<file path="config.mk">
export PLATFORM = sky130hd
export DESIGN_NAME = ffba_cell
export DESIGN_NICKNAME = d
export VERILOG_FILES = /design/src/hw/rtl/ffba_pkg.sv /design/src/hw/rtl/ffba_cell.sv
export SDC_FILE = /design/constraint.sdc
export NUM_CORES = 1
export LEC_CHECK = 0
export BUFFER_PORTS_ARGS = -buffer_cell sky130_fd_sc_hd__buf_2
export CAP_MARGIN = 20
export CORE_UTILIZATION = 41
export DETAILED_ROUTE_END_ITERATION = 8
export PLACE_DENSITY = 0.77
export SYNTH_ARGS = -nofsm -noshare
export SYNTH_HDL_FRONTEND = slang
export SYNTH_SLANG_ARGS = --single-unit
export TNS_END_PERCENT = 50
</file>
<file path="constraint.sdc">
create_clock -name i_clk -period 1.99 [get_ports i_clk]
set_input_delay 0.2985 -clock i_clk [delete_from_list [all_inputs] [get_ports i_clk]]
set_output_delay 0.2985 -clock i_clk [all_outputs]
set_load 0.005 [all_outputs]
</file>
<file path="src/hw/rtl/ffba_pkg.sv">
// ffba_pkg: shared constants, types and codes of the first-fit block allocator
// no dependencies; used by the interfaces, the cell, the controller and the top level
`default_nettype none

package ffba_pkg;

    localparam int MEM_UNITS    = 128;
    localparam int HANDLE_WIDTH = 16;

    localparam int IDX_W    = (MEM_UNITS > 1) ? $clog2(MEM_UNITS) : 1;
    localparam int CNT_W    = $clog2(MEM_UNITS + 1);
    localparam int ACTION_W = 2;
    localparam int AMOUNT_W = 16;
    localparam int STATUS_W = 2;
    localparam int HOUT_W   = 16;
    localparam int CFG_W    = 8;

    // common width for mixed compares of sizes, counts and handles
    localparam int CMP_W1 = (AMOUNT_W > CNT_W) ? AMOUNT_W : CNT_W;
    localparam int CMP_W2 = (CMP_W1 > HANDLE_WIDTH) ? CMP_W1 : HANDLE_WIDTH;
    localparam int CMP_W  = (CMP_W2 > CFG_W) ? CMP_W2 : CFG_W;

    localparam logic [CFG_W-1:0]        UNITS_RESET = CFG_W'(128);
    localparam logic [HANDLE_WIDTH-1:0] HANDLE_TOP  = {HANDLE_WIDTH{1'b1}};
    localparam logic [HANDLE_WIDTH-1:0] HANDLE_FIRST = HANDLE_WIDTH'(1);

    typedef logic [HANDLE_WIDTH-1:0] t_owner;
    typedef logic [IDX_W-1:0]        t_idx;
    typedef logic [CNT_W-1:0]        t_cnt;

    typedef enum logic [ACTION_W-1:0] {
        ACT_ALLOC  = 2'd0,
        ACT_ERASE  = 2'd1,
        ACT_DEFRAG = 2'd2,
        ACT_NONE   = 2'd3
    } t_action;

    typedef enum logic [STATUS_W-1:0] {
        ST_OK      = 2'd0,
        ST_NULL    = 2'd1,
        ST_ILLEGAL = 2'd2
    } t_status;

    typedef enum logic [2:0] {
        S_IDLE,
        S_SCAN,
        S_TAG,
        S_SORT,
        S_FIN
    } t_state;

    // chain-wide control from the sequencer
    typedef struct packed {
        logic shift;
        logic swap;
        logic phase;
    } t_chain_ctl;

    // per-cell control
    typedef struct packed {
        logic shift;
        logic take_right;
        logic take_left;
    } t_cell_ctl;

endpackage

`default_nettype wire

</file>
<file path="src/hw/rtl/ffba_cell.sv">
// ffba_cell: one storage cell of the owner chain, shifts or swaps with its neighbours
// depends on ffba_pkg
`default_nettype none

module ffba_cell (
    input  wire                     i_clk,
    input  wire                     i_rst_n,
    input  ffba_pkg::t_cell_ctl     i_ctl,
    input  ffba_pkg::t_owner        i_right,
    input  ffba_pkg::t_owner        i_left,
    output ffba_pkg::t_owner        o_value
);

    ffba_pkg::t_owner r_value;
    ffba_pkg::t_owner n_value;

    always_comb begin
        n_value = r_value;
        priority if (i_ctl.shift) begin
            n_value = i_right;
        end else if (i_ctl.take_right && (r_value == '0) && (i_right != '0)) begin
            // free cell below an owned one: pull the owner down
            n_value = i_right;
        end else if (i_ctl.take_left && (i_left == '0) && (r_value != '0)) begin
            n_value = i_left;
        end else begin
            n_value = r_value;
        end
    end

    always_ff @(posedge i_clk) begin
        if (!i_rst_n) begin
            r_value <= '0;
        end else begin
            r_value <= n_value;
        end
    end

    assign o_value = r_value;

endmodule

`default_nettype wire

</file>
==> results.sh, run 1 <==
export IMPL_grt_pass1_wl_mm=3.50
export IMPL_ir_drop_v=0.000310
export IMPL_ioPinCount=53
export IMPL_dieWidth_um=47.6
export IMPL_fp_dieH_um=47.6
export IMPL_cts_buffers_inserted=3
export IMPL_worstSetupEndpointType="flop"
export IMPL_seq_area_frac_synth=0.375
export IMPL_finClkSkew_ps=1.65
export IMPL_htree_num_levels=1
export IMPL_cts_root_buf="clkbuf_4"
export IMPL_hold_start="i_right[12]"
export IMPL_syn_num_nets=128
export IMPL_top_layer_used="met3"
export IMPL_post_route_period_util=0.903
export IMPL_drv_slew=0
export IMPL_syn_area_um2=853
export IMPL_wl_met3_um=78
export IMPL_ctsHoldBuffers=0
export IMPL_setup_viol=0
export IMPL_ys_warn_count=0
export IMPL_reg2reg_setup_slack_ps=190
export IMPL_switching_share=0.276
export IMPL_critPathArrivalTime_ps=2010
export IMPL_antenna_found_initial=0
export IMPL_row_count=16
export IMPL_grt_start_max_net_pins=33
export IMPL_clockPowerShare=0.253
export IMPL_crit_type="flop to flop"
export IMPL_max_freq_ghz=0.557
export IMPL_core_area_um2=1960
export IMPL_min_to="o_value[12]"
export IMPL_intPower_uw=486
export IMPL_wl_met1_mm=1.01
export IMPL_rr_startpoint="o_value[3]"
export IMPL_nets=178
export IMPL_ys_ff_latch=16
export IMPL_dpl_cell_area_um2=1100
export IMPL_viasPerCell=5.63
export IMPL_post_cts_buffers=0
export IMPL_hold_depth=3
export IMPL_hpwl_mm=1.71
export IMPL_power_switching_uw=185
export IMPL_r2r_end="o_value[9]"
export IMPL_post_route_cells_drive_above_1_share=0.417
export IMPL_cellLeakagePower_nw=0.539
export IMPL_status="finished, final reports clean"
export IMPL_start_util=0.435
export IMPL_antennaDiodeCount=0
export IMPL_ant_nets=0
export IMPL_dp_slack_ps=-38.0
export IMPL_io_buffers=52
export IMPL_relSlewSlack=0.636
export IMPL_cts_resized_gates=1
export IMPL_finalHoldViolCount=0
export IMPL_clock_sinks=16
export IMPL_r2r_cells=4
export IMPL_final_common_cell="buf_2"
export IMPL_cp_required_ps=2200
export IMPL_largest_reg_flops=16
export IMPL_clk_pin_slew_worst_paths_ps=90
export IMPL_rsz0062_at_grt="false"
export IMPL_grt_usage=0.216
export IMPL_wl_per_cell_um=13.6
export IMPL_post_layout_nonfiller_instances=166
export IMPL_grt_pass1_vias=797
export IMPL_dp_cells=163
export IMPL_drcViolationCount=0
export IMPL_pwr_share_seq=0.535
export IMPL_grt_ovfl_total=0
export IMPL_p_per_area_nw_per_um2=597
export IMPL_dr_pass1_iters=4
export IMPL_drv_cap=0
export IMPL_final_util=0.572
export IMPL_syn_inst=91
export IMPL_cts_tree="done"
export IMPL_wl_met2_mm=1.17
export IMPL_cts_buffer_depth=2
export IMPL_combPwrFrac=0.212
export IMPL_setup_slack_ps=194
export IMPL_vias=935
export IMPL_avgSynthCellArea_um2=9.38
export IMPL_clock_latency_ps=280
export IMPL_wl_mm=2.26
export IMPL_netlist_cell_type_count=14
export IMPL_startpoint_type="flop"
export IMPL_hp_class="input port to flop"
export IMPL_die_area_um2=2270
export IMPL_gp_congestion=0.786
export IMPL_tightest_slew_ps=546
export IMPL_areaGrowthSynthToFinish_pct=31.5
export IMPL_post_route_min_period_ps=1800
export IMPL_detail_route_iter0_violations=21
export IMPL_final_cell_mix="buf_2, nand2_1, o311ai_0, mux2i_1, dfxtp_1"
export IMPL_crit_fanout=16
export IMPL_finalInstanceArea_um2=1120
export IMPL_whs_ps=267
[synth_stat cells, drive strengths merged]
library cell | count | area (um2)
dfxtp | 16 | 320
mux2i | 16 | 160
nand4 | 2 | 12.5
nor4 | 11 | 68.8
nor2 | 2 | 7.51
nand2 | 17 | 63.8
buf | 4 | 43.8
clkbuf | 5 | 18.8
o311ai | 16 | 140
a31o | 1 | 8.76
and4 | 1 | 8.76
[worst max path at each step]
stage | endpoint | start | cells after the start | slack (ps)
after floorplan | o_value[0] | o_value[6] | 7 | 480
after CTS | o_value[9] | o_value[3] | 4 | 210
after detailed placement | o_value[9] | o_value[3] | 4 | -40
final | o_value[9] | o_value[3] | 4 | 190
after global routing | o_value[12] | o_value[3] | 4 | 90
after global placement | o_value[4] | o_value[3] | 4 | 20
[power groups by stage]
stage | Combinational (mW) | Clock [mW] | Sequential [mW]
3_5_place_dp | 0.143 | 0 | 0.366
2_1_floorplan | 0.0761 | 0 | 0.366
6_report | 0.142 | 0.169 | 0.359
3_3_place_gp | 0.140 | 0 | 0.365
4_1_cts | 0.143 | 0.176 | 0.359
5_1_grt | 0.160 | 0.186 | 0.362
[critical path, cell delays in order, from the launching register on]
cell,delay (ps)
dfxtp_1,330
nor4_1,350
and4_1,270
a31o_2,520
mux2i_1,260
[area by class of cell]
class / count / area, um2
Clock buffer: 3 / 22.5
Fill cell: 211 / 840
Multi-Input combinational cell: 66 / 470
Sequential cell: 16 / 320
Tap cell: 27 / 33.8
Timing Repair Buffer: 54 / 275
[cells by family after synthesis]
kind of cell           Yosys count  synth area share
AND/OR/NAND/NOR                 33             0.189
AO/OA/AOI/OAI                   17             0.174
buffers and inverters            9            0.0733
multiplexers                    16             0.188
flip-flops                      16             0.375
[metal layers]
layer | vias to the layer above | GRT usage
li1 | 467 | -
met5 | - | 0
met4 | 0 | 0.0778
met3 | 0 | 0.0264
met1 | 444 | 0.293
met2 | 24 | 0.353
[metrics by stage]
stage               TNS (ps)  power [mW]
floorplan                  0       0.442
global placement           0       0.506
detailed placement      -104       0.509
CTS                        0       0.677
global route               0       0.707
finish                     0       0.670
Note: power is estimated with default switching activity, not from simulation.
==> inputs of run 2 (changes only) <==
BUFFER_PORTS_ARGS = default   (was -buffer_cell sky130_fd_sc_hd__buf_2)
CORE_UTILIZATION = 59   (was 41)
DONT_BUFFER_PORTS = 1   (was default)
PLACE_DENSITY = 0.75   (was 0.77)
==> run 2 against run 1 <==
Against the previous run: via count shrank 19%; final cell count shrank 37%; sequential power rose by 1%; register-to-register slack better by 170 ps; non-clock buffer count fell by 50; critical path type unchanged; largest cell class unchanged.
==> results.sh, run 2 (same netlist as run 1, synthesis figures left out) <==
export IMPL_crit_fanout=10
export IMPL_grt_pass1_vias=669
export IMPL_cts_buffers_inserted=3
export IMPL_post_route_period_util=0.820
export IMPL_final_cell_mix="nand2_1, o311ai_0, mux2i_1, dfxtp_1, nor4_1"
export IMPL_grt_ovfl_total=0
export IMPL_fp_dieH_um=40.0
export IMPL_setup_viol=0
export IMPL_finClkSkew_ps=7.37
export IMPL_hp_class="input port to flop"
export IMPL_r2r_end="o_value[1]"
export IMPL_cts_root_buf="clkbuf_4"
export IMPL_clock_latency_ps=290
export IMPL_relSlewSlack=0.704
export IMPL_cts_buffer_depth=2
export IMPL_die_area_um2=1600
export IMPL_areaGrowthSynthToFinish_pct=2.64
export IMPL_n_fill_cell=112
export IMPL_drv_cap=0
export IMPL_post_cts_buffers=0
export IMPL_cellLeakagePower_nw=0.333
export IMPL_drcViolationCount=0
export IMPL_grt_start_max_net_pins=33
export IMPL_cts_resized_gates=0
export IMPL_post_layout_nonfiller_instances=105
export IMPL_worstSetupEndpointType="flop"
export IMPL_rsz0062_at_grt="false"
export IMPL_slowest_delay_ps=350
export IMPL_dp_cells=101
export IMPL_setup_tns_ps=0
export IMPL_ir_drop_v=0.000329
export IMPL_tightest_slew_ps=443
export IMPL_p_per_area_nw_per_um2=748
export IMPL_min_to="o_value[9]"
export IMPL_r2r_cells=5
export IMPL_status="finished, final reports clean"
export IMPL_reg2reg_setup_slack_ps=360
export IMPL_regArea_um2=320
export IMPL_cp_slowest_cell="dfxtp_1"
export IMPL_core_area_um2=1320
export IMPL_critPathArrivalTime_ps=1850
export IMPL_gp_congestion=0.748
export IMPL_crit_type="flop to flop"
export IMPL_clock_sinks=16
export IMPL_ctsHoldBuffers=0
export IMPL_antenna_found_initial=0
export IMPL_hold_start="i_right[9]"
export IMPL_post_route_min_period_ps=1630
export IMPL_path_cells="nor4_1 > and4_1 > a31o_1 > buf_4 > mux2i_1"
export IMPL_detail_route_iter0_violations=29
export IMPL_final_common_cell="nand2_1"
export IMPL_post_route_cells_drive_above_1_share=0.0889
export IMPL_htree_num_levels=1
export IMPL_row_count=13
export IMPL_hpwl_mm=1.48
export IMPL_vias=760
export IMPL_dr_pass1_iters=4
export IMPL_max_freq_ghz=0.613
export IMPL_cp_required_ps=2210
export IMPL_largest_reg_flops=16
export IMPL_startpoint_type="flop"
export IMPL_ant_nets=0
export IMPL_wl_mm=2.03
export IMPL_antennaDiodeCount=0
export IMPL_multi_input_area_um2=470
export IMPL_drv_slew=0
export IMPL_nets=128
export IMPL_grt_usage=0.273
export IMPL_rr_startpoint="o_value[3]"
export IMPL_cts_tree="done"
export IMPL_io_buffers=0
export IMPL_dieWidth_um=40.0
export IMPL_clk_pin_slew_worst_paths_ps=100
export IMPL_grt_pass1_wl_mm=2.84
export IMPL_critPathLaunch="o_value[3]"
export IMPL_viasPerCell=7.24
export IMPL_wl_per_cell_um=19.3
export IMPL_hold_depth=2
export IMPL_ioPinCount=53
export IMPL_start_util=0.648
export IMPL_finalHoldViolCount=0
-- run 2: per-stage QoR --
step | utilization | hold WS, ps | instance area (um2) | power [mW] | setup WS, ps
2_1_floorplan | - | 441 | 853 | 0.442 | 477
5_1_grt | 0.665 | 125 | 876 | 0.685 | 278
3_5_place_dp | 0.637 | 450 | 840 | 0.447 | 389
6_report | 0.665 | 138 | 876 | 0.655 | 359
3_3_place_gp | 0.637 | 444 | 840 | 0.445 | 372
4_1_cts | 0.665 | 138 | 876 | 0.659 | 351
-- run 2: power by group --
group          internal, mW  switching, mW  leakage [nW]
Combinational        0.0378         0.0384         0.180
Clock                 0.111          0.103        0.0210
Sequential            0.343         0.0211         0.132
Total                 0.492          0.163         0.333
-- run 2: final cells by class --
type	count	share of cell area
sequential	16	0.366
multi-input combinational	66	0.537
clock buffer	4	0.0414
tap	15	0.0214
timing repair buffer	4	0.0343
-- run 2: worst max path at each step --
| stage | to | slack [ps] | depth (start not counted) |
|---|---|---|---|
| 6_report | o_value[1] | 360 | 5 |
| 5_1_grt | o_value[0] | 280 | 5 |
| 4_1_cts | o_value[1] | 350 | 5 |
| 3_5_place_dp | o_value[1] | 390 | 5 |
| 3_3_place_gp | o_value[15] | 370 | 5 |
| 2_1_floorplan | o_value[0] | 480 | 7 |
-- run 2: worst max-delay path: cells and delay by family (launching register included) --
family | cells | cell delay [ps]
simple gates | 2 | 600
flops | 1 | 350
buf+inv | 1 | 220
mux | 1 | 210
compound gates | 1 | 170
-- run 2: routing by layer --
metal,up-vias,global-route usage,part of all wire
met2,36,0.448,0.50
met3,5,0.0944,0.073
met5,-,0,0
li1,362,-,-
met1,357,0.315,0.41
met4,0,0.129,0.015
