### config.mk
export PLATFORM = sky130hd
export DESIGN_NAME = ffba_ctrl_flat
export DESIGN_NICKNAME = d
export VERILOG_FILES = /design/src/hw/rtl/ffba_pkg.sv /design/src/hw/rtl/ffba_if.sv /design/src/hw/rtl/ffba_ctrl.sv /design/src/flat_wrapper.sv
export SDC_FILE = /design/constraint.sdc
export NUM_CORES = 1
export LEC_CHECK = 0
export BUFFER_PORTS_ARGS = -buffer_cell sky130_fd_sc_hd__buf_2
export CAP_MARGIN = 40
export CELL_PAD_IN_SITES_DETAIL_PLACEMENT = 2
export CELL_PAD_IN_SITES_GLOBAL_PLACEMENT = 2
export CORE_MARGIN = 2
export CORE_UTILIZATION = 37
export CTS_CLUSTER_DIAMETER = 60
export DETAILED_ROUTE_END_ITERATION = 10
export GPL_TIMING_DRIVEN = 0
export PLACE_DENSITY = 0.86
export SLEW_MARGIN = 10
export SYNTH_ARGS = -nofsm -noshare
export SYNTH_HDL_FRONTEND = slang
export SYNTH_SLANG_ARGS = --single-unit
export TNS_END_PERCENT = 50
### constraint.sdc
create_clock -name i_clk -period 4.5 [get_ports i_clk]
set_clock_uncertainty 0.1 [all_clocks]
set_input_delay 0.675 -clock i_clk [delete_from_list [all_inputs] [get_ports i_clk]]
set_output_delay 0.675 -clock i_clk [all_outputs]
set_load 0.05 [all_outputs]
### src/hw/rtl/ffba_pkg.sv
// ffba_pkg: shared constants, types and codes of the first-fit block allocator
// no dependencies; used by the interfaces, the cell, the controller and the top level
`default_nettype none

package ffba_pkg;

    localparam int MEM_UNITS    = 128;
    localparam int HANDLE_WIDTH = 16;

    localparam int IDX_W    = (MEM_UNITS > 1) ? $clog2(MEM_UNITS) : 1;
    localparam int CNT_W    = $clog2(MEM_UNITS + 1);
    localparam int ACTION_W = 2;
    localparam int AMOUNT_W = 16;
    localparam int STATUS_W = 2;
    localparam int HOUT_W   = 16;
    localparam int CFG_W    = 8;

    // common width for mixed compares of sizes, counts and handles
    localparam int CMP_W1 = (AMOUNT_W > CNT_W) ? AMOUNT_W : CNT_W;
    localparam int CMP_W2 = (CMP_W1 > HANDLE_WIDTH) ? CMP_W1 : HANDLE_WIDTH;
    localparam int CMP_W  = (CMP_W2 > CFG_W) ? CMP_W2 : CFG_W;

    localparam logic [CFG_W-1:0]        UNITS_RESET = CFG_W'(128);
    localparam logic [HANDLE_WIDTH-1:0] HANDLE_TOP  = {HANDLE_WIDTH{1'b1}};
    localparam logic [HANDLE_WIDTH-1:0] HANDLE_FIRST = HANDLE_WIDTH'(1);

    typedef logic [HANDLE_WIDTH-1:0] t_owner;
    typedef logic [IDX_W-1:0]        t_idx;
    typedef logic [CNT_W-1:0]        t_cnt;

    typedef enum logic [ACTION_W-1:0] {
        ACT_ALLOC  = 2'd0,
        ACT_ERASE  = 2'd1,
        ACT_DEFRAG = 2'd2,
        ACT_NONE   = 2'd3
    } t_action;

    typedef enum logic [STATUS_W-1:0] {
        ST_OK      = 2'd0,
        ST_NULL    = 2'd1,
        ST_ILLEGAL = 2'd2
    } t_status;

    typedef enum logic [2:0] {
        S_IDLE,
        S_SCAN,
        S_TAG,
        S_SORT,
        S_FIN
    } t_state;

    // chain-wide control from the sequencer
    typedef struct packed {
        logic shift;
        logic swap;
        logic phase;
    } t_chain_ctl;

    // per-cell control
    typedef struct packed {
        logic shift;
        logic take_right;
        logic take_left;
    } t_cell_ctl;

endpackage

`default_nettype wire

### src/hw/rtl/ffba_if.sv
// ffba_in_if / ffba_out_if: valid-ready channels for requests and results
// depends on ffba_pkg for the field widths
`default_nettype none

interface ffba_in_if;
    logic                           valid;
    logic                           ready;
    logic [ffba_pkg::ACTION_W-1:0]  action;
    logic [ffba_pkg::AMOUNT_W-1:0]  amount;

    modport source (output valid, output action, output amount, input ready);
    modport sink   (input valid, input action, input amount, output ready);
endinterface

interface ffba_out_if;
    logic                           valid;
    logic                           ready;
    logic [ffba_pkg::STATUS_W-1:0]  status;
    logic [ffba_pkg::HOUT_W-1:0]    handle;

    modport source (output valid, output status, output handle, input ready);
    modport sink   (input valid, input status, input handle, output ready);
endinterface

`default_nettype wire

### src/hw/rtl/ffba_ctrl.sv
// ffba_ctrl: sequencer, head-of-chain processing, config register and result register
// depends on ffba_pkg and the ffba_in_if / ffba_out_if interfaces
`default_nettype none

module ffba_ctrl (
    input  wire                         i_clk,
    input  wire                         i_rst_n,
    input  wire                         i_cfg_wr_en,
    input  wire [ffba_pkg::CFG_W-1:0]   i_cfg_wr_data,
    ffba_in_if.sink                     i_in,
    ffba_out_if.source                  o_out,
    input  ffba_pkg::t_owner            i_head,
    output ffba_pkg::t_owner            o_tail,
    output ffba_pkg::t_chain_ctl        o_ctl,
    output ffba_pkg::t_cnt              o_units
);

    localparam int                      CMP_W = ffba_pkg::CMP_W;
    localparam logic [CMP_W-1:0]        MEM_UNITS_W = CMP_W'(ffba_pkg::MEM_UNITS);
    localparam ffba_pkg::t_idx          IDX_LAST = ffba_pkg::IDX_W'(ffba_pkg::MEM_UNITS - 1);

    ffba_pkg::t_state                   r_state, n_state;
    logic [ffba_pkg::CFG_W-1:0]         r_units, n_units;
    ffba_pkg::t_owner                   r_next_handle, n_next_handle;
    ffba_pkg::t_idx                     r_idx, n_idx;
    ffba_pkg::t_cnt                     r_run, n_run;
    logic                               r_found, n_found;
    ffba_pkg::t_idx                     r_start, n_start;
    ffba_pkg::t_idx                     r_end, n_end;
    ffba_pkg::t_action                  r_op, n_op;
    logic [ffba_pkg::AMOUNT_W-1:0]      r_arg, n_arg;
    ffba_pkg::t_status                  r_res_status, n_res_status;
    logic [ffba_pkg::HOUT_W-1:0]        r_res_handle, n_res_handle;
    logic                               r_out_valid, n_out_valid;
    ffba_pkg::t_status                  r_out_status, n_out_status;
    logic [ffba_pkg::HOUT_W-1:0]        r_out_handle, n_out_handle;

    ffba_pkg::t_cnt                     w_units;
    logic [CMP_W-1:0]                   w_units_c;
    logic [CMP_W-1:0]                   w_arg_c;
    logic [CMP_W-1:0]                   w_amount_c;
    logic                               w_accept;
    logic                               w_alloc_ok;
    logic                               w_erase_ok;
    logic                               w_in_range;
    logic                               w_last;
    ffba_pkg::t_cnt                     w_run_n;
    logic                               w_fit;
    logic                               w_hit;
    logic                               w_tag;
    logic                               w_load;

    // effective number of managed cells
    assign w_units   = (CMP_W'(r_units) < MEM_UNITS_W) ? ffba_pkg::CNT_W'(r_units)
                                                       : ffba_pkg::CNT_W'(ffba_pkg::MEM_UNITS);
    assign w_units_c = CMP_W'(w_units);
    assign o_units   = w_units;

    assign w_accept   = i_in.valid && i_in.ready;
    assign w_amount_c = CMP_W'(i_in.amount);
    assign w_arg_c    = CMP_W'(r_arg);
    assign w_alloc_ok = (i_in.amount != '0) && (w_amount_c <= w_units_c)
                        && (r_next_handle != ffba_pkg::HANDLE_TOP);
    assign w_erase_ok = (i_in.amount != '0) && (w_amount_c < CMP_W'(r_next_handle));

    // head of chain sees address r_idx
    assign w_in_range = CMP_W'(r_idx) < w_units_c;
    assign w_last     = (r_idx == IDX_LAST);
    assign w_run_n    = (i_head == '0) ? (r_run + ffba_pkg::CNT_W'(1)) : '0;
    assign w_fit      = (r_op == ffba_pkg::ACT_ALLOC) && w_in_range && !r_found
                        && (CMP_W'(w_run_n) >= w_arg_c);
    assign w_hit      = (r_op == ffba_pkg::ACT_ERASE) && w_in_range
                        && (CMP_W'(i_head) == w_arg_c);
    assign w_tag      = (r_idx >= r_start) && (r_idx <= r_end);
    assign w_load     = (r_state == ffba_pkg::S_FIN) && (!r_out_valid || o_out.ready);

    // next state
    always_comb begin
        n_state = r_state;
        unique case (r_state)
            ffba_pkg::S_IDLE: begin
                if (w_accept) begin
                    unique case (ffba_pkg::t_action'(i_in.action))
                        ffba_pkg::ACT_ALLOC:  n_state = w_alloc_ok ? ffba_pkg::S_SCAN
                                                                   : ffba_pkg::S_FIN;
                        ffba_pkg::ACT_ERASE:  n_state = w_erase_ok ? ffba_pkg::S_SCAN
                                                                   : ffba_pkg::S_FIN;
                        ffba_pkg::ACT_DEFRAG: n_state = ffba_pkg::S_SORT;
                        ffba_pkg::ACT_NONE:   n_state = ffba_pkg::S_IDLE;
                        default:              n_state = ffba_pkg::S_IDLE;
                    endcase
                end
            end
            ffba_pkg::S_SCAN: begin
                if (w_last) begin
                    if (r_op == ffba_pkg::ACT_ALLOC) begin
                        n_state = (r_found || w_fit) ? ffba_pkg::S_TAG : ffba_pkg::S_FIN;
                    end else begin
                        n_state = (r_found || w_hit) ? ffba_pkg::S_IDLE : ffba_pkg::S_FIN;
                    end
                end
            end
            ffba_pkg::S_TAG: begin
                if (w_last) begin
                    n_state = ffba_pkg::S_FIN;
                end
            end
            ffba_pkg::S_SORT: begin
                if (w_last) begin
                    n_state = ffba_pkg::S_IDLE;
                end
            end
            ffba_pkg::S_FIN: begin
                if (w_load) begin
                    n_state = ffba_pkg::S_IDLE;
                end
            end
            default: n_state = ffba_pkg::S_IDLE;
        endcase
    end

    // outputs to the chain and the request channel
    always_comb begin
        i_in.ready  = 1'b0;
        o_ctl       = '0;
        o_tail      = i_head;
        unique case (r_state)
            ffba_pkg::S_IDLE: begin
                i_in.ready = 1'b1;
            end
            ffba_pkg::S_SCAN: begin
                o_ctl.shift = 1'b1;
                o_tail      = w_hit ? '0 : i_head;
            end
            ffba_pkg::S_TAG: begin
                o_ctl.shift = 1'b1;
                o_tail      = w_tag ? r_next_handle : i_head;
            end
            ffba_pkg::S_SORT: begin
                o_ctl.swap  = 1'b1;
                o_ctl.phase = r_idx[0];
            end
            ffba_pkg::S_FIN: begin
                o_ctl = '0;
            end
            default: o_ctl = '0;
        endcase
    end

    // datapath next values
    always_comb begin
        n_units       = r_units;
        n_next_handle = r_next_handle;
        n_idx         = r_idx;
        n_run         = r_run;
        n_found       = r_found;
        n_start       = r_start;
        n_end         = r_end;
        n_op          = r_op;
        n_arg         = r_arg;
        n_res_status  = r_res_status;
        n_res_handle  = r_res_handle;
        n_out_status  = r_out_status;
        n_out_handle  = r_out_handle;
        n_out_valid   = r_out_valid && !o_out.ready;

        if (i_cfg_wr_en) begin
            n_units = i_cfg_wr_data;
        end

        unique case (r_state)
            ffba_pkg::S_IDLE: begin
                if (w_accept) begin
                    n_op         = ffba_pkg::t_action'(i_in.action);
                    n_arg        = i_in.amount;
                    n_idx        = '0;
                    n_run        = '0;
                    n_found      = 1'b0;
                    n_res_handle = '0;
                    n_res_status = (ffba_pkg::t_action'(i_in.action) == ffba_pkg::ACT_ERASE)
                                   ? ffba_pkg::ST_ILLEGAL : ffba_pkg::ST_NULL;
                end
            end
            ffba_pkg::S_SCAN: begin
                n_idx = w_last ? '0 : (r_idx + ffba_pkg::IDX_W'(1));
                if (w_in_range) begin
                    n_run = w_run_n;
                end
                if (w_fit) begin
                    n_found = 1'b1;
                    n_end   = r_idx;
                    n_start = ffba_pkg::IDX_W'(CMP_W'(r_idx) + CMP_W'(1) - w_arg_c);
                end
                if (w_hit) begin
                    n_found = 1'b1;
                end
            end
            ffba_pkg::S_TAG: begin
                n_idx = w_last ? '0 : (r_idx + ffba_pkg::IDX_W'(1));
                if (w_last) begin
                    n_res_status  = ffba_pkg::ST_OK;
                    n_res_handle  = ffba_pkg::HOUT_W'(r_next_handle);
                    n_next_handle = r_next_handle + ffba_pkg::HANDLE_WIDTH'(1);
                end
            end
            ffba_pkg::S_SORT: begin
                n_idx = w_last ? '0 : (r_idx + ffba_pkg::IDX_W'(1));
            end
            ffba_pkg::S_FIN: begin
                if (w_load) begin
                    n_out_valid  = 1'b1;
                    n_out_status = r_res_status;
                    n_out_handle = r_res_handle;
                end
            end
            default: n_idx = '0;
        endcase
    end

    always_ff @(posedge i_clk) begin
        if (!i_rst_n) begin
            r_state       <= ffba_pkg::S_IDLE;
            r_units       <= ffba_pkg::UNITS_RESET;
            r_next_handle <= ffba_pkg::HANDLE_FIRST;
            r_idx         <= '0;
            r_found       <= 1'b0;
            r_out_valid   <= 1'b0;
        end else begin
            r_state       <= n_state;
            r_units       <= n_units;
            r_next_handle <= n_next_handle;
            r_idx         <= n_idx;
            r_found       <= n_found;
            r_out_valid   <= n_out_valid;
        end
    end

    always_ff @(posedge i_clk) begin
        r_run        <= n_run;
        r_start      <= n_start;
        r_end        <= n_end;
        r_op         <= n_op;
        r_arg        <= n_arg;
        r_res_status <= n_res_status;
        r_res_handle <= n_res_handle;
        r_out_status <= n_out_status;
        r_out_handle <= n_out_handle;
    end

    assign o_out.valid  = r_out_valid;
    assign o_out.status = r_out_status;
    assign o_out.handle = r_out_handle;

    a_ctl_exclusive: assert property (@(posedge i_clk) disable iff (!i_rst_n)
        !(o_ctl.shift && o_ctl.swap))
        else $error("chain shift and swap requested together");

    a_tag_after_fit: assert property (@(posedge i_clk) disable iff (!i_rst_n)
        (r_state == ffba_pkg::S_TAG) |-> r_found)
        else $error("tagging pass without a fitting run");

    a_handle_monotonic: assert property (@(posedge i_clk) disable iff (!i_rst_n)
        1'b1 |=> (r_next_handle >= $past(r_next_handle)))
        else $error("handle counter went backwards");

    a_ok_has_handle: assert property (@(posedge i_clk) disable iff (!i_rst_n)
        (r_out_valid && (r_out_status == ffba_pkg::ST_OK)) |-> (r_out_handle != '0))
        else $error("successful allocation without a handle");

endmodule

`default_nettype wire

### src/flat_wrapper.sv
// flat-port wrapper written by rule: the top's interface ports become plain ports
module ffba_ctrl_flat 
  (i_clk, i_rst_n, i_cfg_wr_en, i_cfg_wr_data, i_head, o_tail, o_ctl, o_units, i_in_valid, i_in_action, i_in_amount, i_in_ready, o_out_valid, o_out_status, o_out_handle, o_out_ready);
  ffba_in_if i_in_i ();
  ffba_out_if o_out_i ();
  input  wire i_clk;
  input  wire i_rst_n;
  input  wire i_cfg_wr_en;
  input  wire [ffba_pkg::CFG_W-1:0] i_cfg_wr_data;
  input  ffba_pkg::t_owner i_head;
  output ffba_pkg::t_owner o_tail;
  output ffba_pkg::t_chain_ctl o_ctl;
  output ffba_pkg::t_cnt o_units;
  input wire logic [$bits(i_in_i.valid)-1:0] i_in_valid;
  input wire logic [$bits(i_in_i.action)-1:0] i_in_action;
  input wire logic [$bits(i_in_i.amount)-1:0] i_in_amount;
  output wire logic [$bits(i_in_i.ready)-1:0] i_in_ready;
  output wire logic [$bits(o_out_i.valid)-1:0] o_out_valid;
  output wire logic [$bits(o_out_i.status)-1:0] o_out_status;
  output wire logic [$bits(o_out_i.handle)-1:0] o_out_handle;
  input wire logic [$bits(o_out_i.ready)-1:0] o_out_ready;
  assign i_in_i.valid = i_in_valid;
  assign i_in_i.action = i_in_action;
  assign i_in_i.amount = i_in_amount;
  assign i_in_ready = i_in_i.ready;
  assign o_out_valid = o_out_i.valid;
  assign o_out_status = o_out_i.status;
  assign o_out_handle = o_out_i.handle;
  assign o_out_i.ready = o_out_ready;
  ffba_ctrl u_core (.i_clk(i_clk), .i_rst_n(i_rst_n), .i_cfg_wr_en(i_cfg_wr_en), .i_cfg_wr_data(i_cfg_wr_data), .i_in(i_in_i), .o_out(o_out_i), .i_head(i_head), .o_tail(o_tail), .o_ctl(o_ctl), .o_units(o_units));
endmodule
==> flow_summary.json <==
{
  "status": "complete, no violations",
  "synthCells": 612,
  "holdCritStartpoint": "u_core.r_res_handle[0]$_SDFFCE_PN0P_",
  "max_slew_margin_pct": 44.62,
  "avgSynthCellArea_um2": 10.47,
  "final_common_cell": "buf_2",
  "cts_tree": "built",
  "track_usage_pct": 25.36,
  "clock_latency_ps": 380,
  "yosysTopAreaCell": "edfxtp_1",
  "grt_pass1_wl_um": 34630,
  "drive_above_1_share_pct": 18.01,
  "rsz0062_at_grt": "false",
  "peakVddDrop_mv": 0.2063,
  "wl_per_cell_um": 23.58,
  "cts_htree_levels": 3,
  "place.gp.congestion": 0.9277,
  "reg2reg_from": "u_core.r_run[0]$_SDFFCE_PN0P_",
  "worstPathMaxFanout": 10,
  "p_seq_share_pct": 47.6,
  "grt_max_degree": 23,
  "ios": 94,
  "cts_buffers": 9,
  "die_area_um2": 18390,
  "internal-power_mw": 1.714,
  "fin_cells": 947,
  "hpwl_um": 17320,
  "power_switching_uw": 835.3,
  "reg2reg_slack_ps": 1190,
  "die_w_um": 135.6,
  "ys_seq_elements": 112,
  "synth_top_area_share_pct": 35.62,
  "synth_edf_count": 76,
  "ctsHoldBuffers": 0,
  "start_kind": "register",
  "endpoint_kind": "output port",
  "die_height_um": 135.6,
  "fin_nets": 830,
  "setup_viol": 0,
  "min_period_over_period_pct": 94.39,
  "area_growth_pct": 17.32,
  "report.final.slew_viol_count": 0,
  "syn-num-nets": 725,
  "drt_first_pass_iters": 5,
  "via_count": 5282,
  "clock_sinks": 112,
  "clk_path_buf_depth": 2,
  "core_region_area_um2": 17120,
  "place_ws_ps": 151.4,
  "hold_class": "register to register",
  "wirelength_um": 22330,
  "seq_area_frac_synth_pct": 46.87,
  "numPlacedInstances": 931,
  "remaining_drc_errors": 0,
  "clkPwrFrac_pct": 33.5,
  "setup_tns_ps": 0,
  "p_sw_share_pct": 32.76,
  "combPwrFrac_pct": 18.9,
  "worstSetupPathType": "register to output port",
  "final_hold_viol_count": 0,
  "initialDrtViolationCount": 265,
  "leakagePower_nw": 3.031,
  "rr_endpoint": "u_core.r_end[6]$_DFFE_PP_",
  "antenna_cells": 0,
  "fmaxAchievable_mhz": 235.4,
  "crit_required_ps": 3720,
  "finalCriticalPeriod_ps": 4247,
  "rr_worst_depth": 11,
  "fp-row-count": 48,
  "cp.arrival_ps": 3470,
  "numPortBuffers": 92,
  "synth-main-ff-cell": "edfxtp_1",
  "powerDensity_nw_per_um2": 339.2,
  "whs_path_depth": 0,
  "postRouteAntennaNets": 0,
  "yosysWarningCount": 0,
  "tightest_slew_ps": 828.7,
  "grt_pass1_vias": 5918,
  "viasPerCell": 5.578,
  "yosys-top-cells-area": "edfxtp_1, ha_1, dfxtp_1, xnor2_1, inv_1",
  "initial_core_util_pct": 37.43,
  "cap_viol_max_count": 0,
  "layout_common_cells": "buf_2, edfxtp_1, ha_1, inv_1, nor2_1",
  "async_reset_ff_share_pct": 0,
  "clockRootBuffer": "clkbuf_16",
  "hold_end": "u_core.o_out.handle[0]$_DFFE_PP_",
  "yosysUniqueCellTypes": 54,
  "worst_slack_ps": 252.5,
  "clkSlewWorstSetupHoldPaths_ps": 90,
  "synthesis.area_um2": 6407,
  "antenna_found_initial": 0,
  "gr-total-overflow": 0
}
-- stage by stage --
step	power [mW]	hold slack (ps)	cell area, um^2	util (%)
3_5_place_dp	1.705	308.3	7174	41.92
3_3_place_gp	1.667	302.4	7149	41.77
2_1_floorplan	1.529	300.3	6407	-
4_1_cts	2.554	329.9	7495	43.79
5_1_grt	2.632	332.7	7517	43.92
6_report	2.550	327.6	7517	43.92
-- layer usage --
layer	global-route usage, %	up-vias	share of wire, %
li1	-	2425	-
met1	32.14	2642	42
met2	44.11	168	50
met3	3.143	47	4.3
met4	9.722	0	3.0
met5	0	-	0
-- kinds of logic after synthesis --
family | count (synthesis) | synth area share (%)
DFF | 112 | 46.87
xor gates and xnor gates | 48 | 6.561
AOI/OAI and AO/OA | 92 | 9.822
adders and majority gates | 66 | 13.01
buffers and inverters | 73 | 4.569
muxes | 8 | 1.250
and+or+nand+nor | 213 | 17.93
-- sequential cells by signal, indices dropped and copies added (netlist names), 8 cells and up --
name and count:
u_core.r_units 8, u_core.r_next_handle 16, u_core.o_out.handle 16, u_core.r_run 8, u_core.r_arg 16, u_core.r_res_handle 16
-- worst max-delay path: stages, from the launching register on --
cell      delay (ps)
dfxtp_1          460
clkinv_2         200
nand2_1          230
ha_1             280
a211oi_1         270
nor3_1           130
a21oi_2          120
buf_4            160
and4_1           260
o221ai_4         190
clkbuf_2         270
a22o_1           290
buf_2            220
-- cells in the mapped netlist (2+ instances only) --
master / n
and2_1: 16
o22ai_1: 2
or3_1: 3
nor2_1: 49
a31oi_1: 5
nor2b_1: 17
nor3_1: 9
or4_1: 4
a22o_1: 16
o211ai_1: 7
or2_2: 4
inv_1: 57
mux2i_1: 8
nand2b_1: 5
a21o_1: 5
xnor2_1: 30
buf_6: 2
ha_1: 65
a21boi_0: 2
nor4_1: 12
a211oi_1: 5
nor4b_1: 5
nand3b_1: 2
o21a_1: 3
o21ai_0: 12
dfxtp_1: 36
o21bai_1: 3
nand3_1: 16
or3b_1: 2
nand2_1: 38
edfxtp_1: 76
xor2_1: 18
nand4_1: 18
a21oi_1: 23
and4_1: 3
and3_1: 4
clkbuf_1: 12
a22oi_1: 2
-- how the worst max path moves through the flow --
stage | end | from | slack [ps]
6_report | o_tail[15] | u_core.r_units[7]$_SDFFE_PN1P_ | 250
3_5_place_dp | o_tail[13] | u_core.r_idx[4]$_SDFFE_PN0P_ | 150
4_1_cts | o_tail[13] | u_core.r_units[7]$_SDFFE_PN1P_ | 50
3_3_place_gp | u_core.r_end[0]$_DFFE_PP_ | i_head[10] | 270
5_1_grt | o_tail[15] | u_core.r_units[7]$_SDFFE_PN1P_ | 50
2_1_floorplan | o_tail[0] | i_head[7] | 1080
-- power by group through the flow --
stage                     registers [mW]  logic, mW  clock network [mW]
after CTS                           1.21      0.479               0.862
after floorplan                     1.25      0.279                   0
after global routing                1.22      0.518               0.895
after global placement              1.23      0.439                   0
final                               1.21      0.483               0.854
after detailed placement            1.24      0.469                   0
-- what timing repair did --
item,in CTS,in global routing
gates resized for setup,4,4
setup buffers,0,1
endpoints found under the setup margin,10,10
-- cell type report --
class | instances | area, um^2
Clock buffer | 9 | 225.2
Sequential cell | 112 | 3004
Clock inverter | 7 | 87.58
Fill cell | 1840 | 9599
Multi-Input combinational cell | 427 | 3136
Inverter | 58 | 219.0
Buffer | 14 | 73.82
Tap cell | 225 | 281.5
Timing Repair Buffer | 95 | 490.5
No activity file was read; power rests on OpenSTA's default activity.
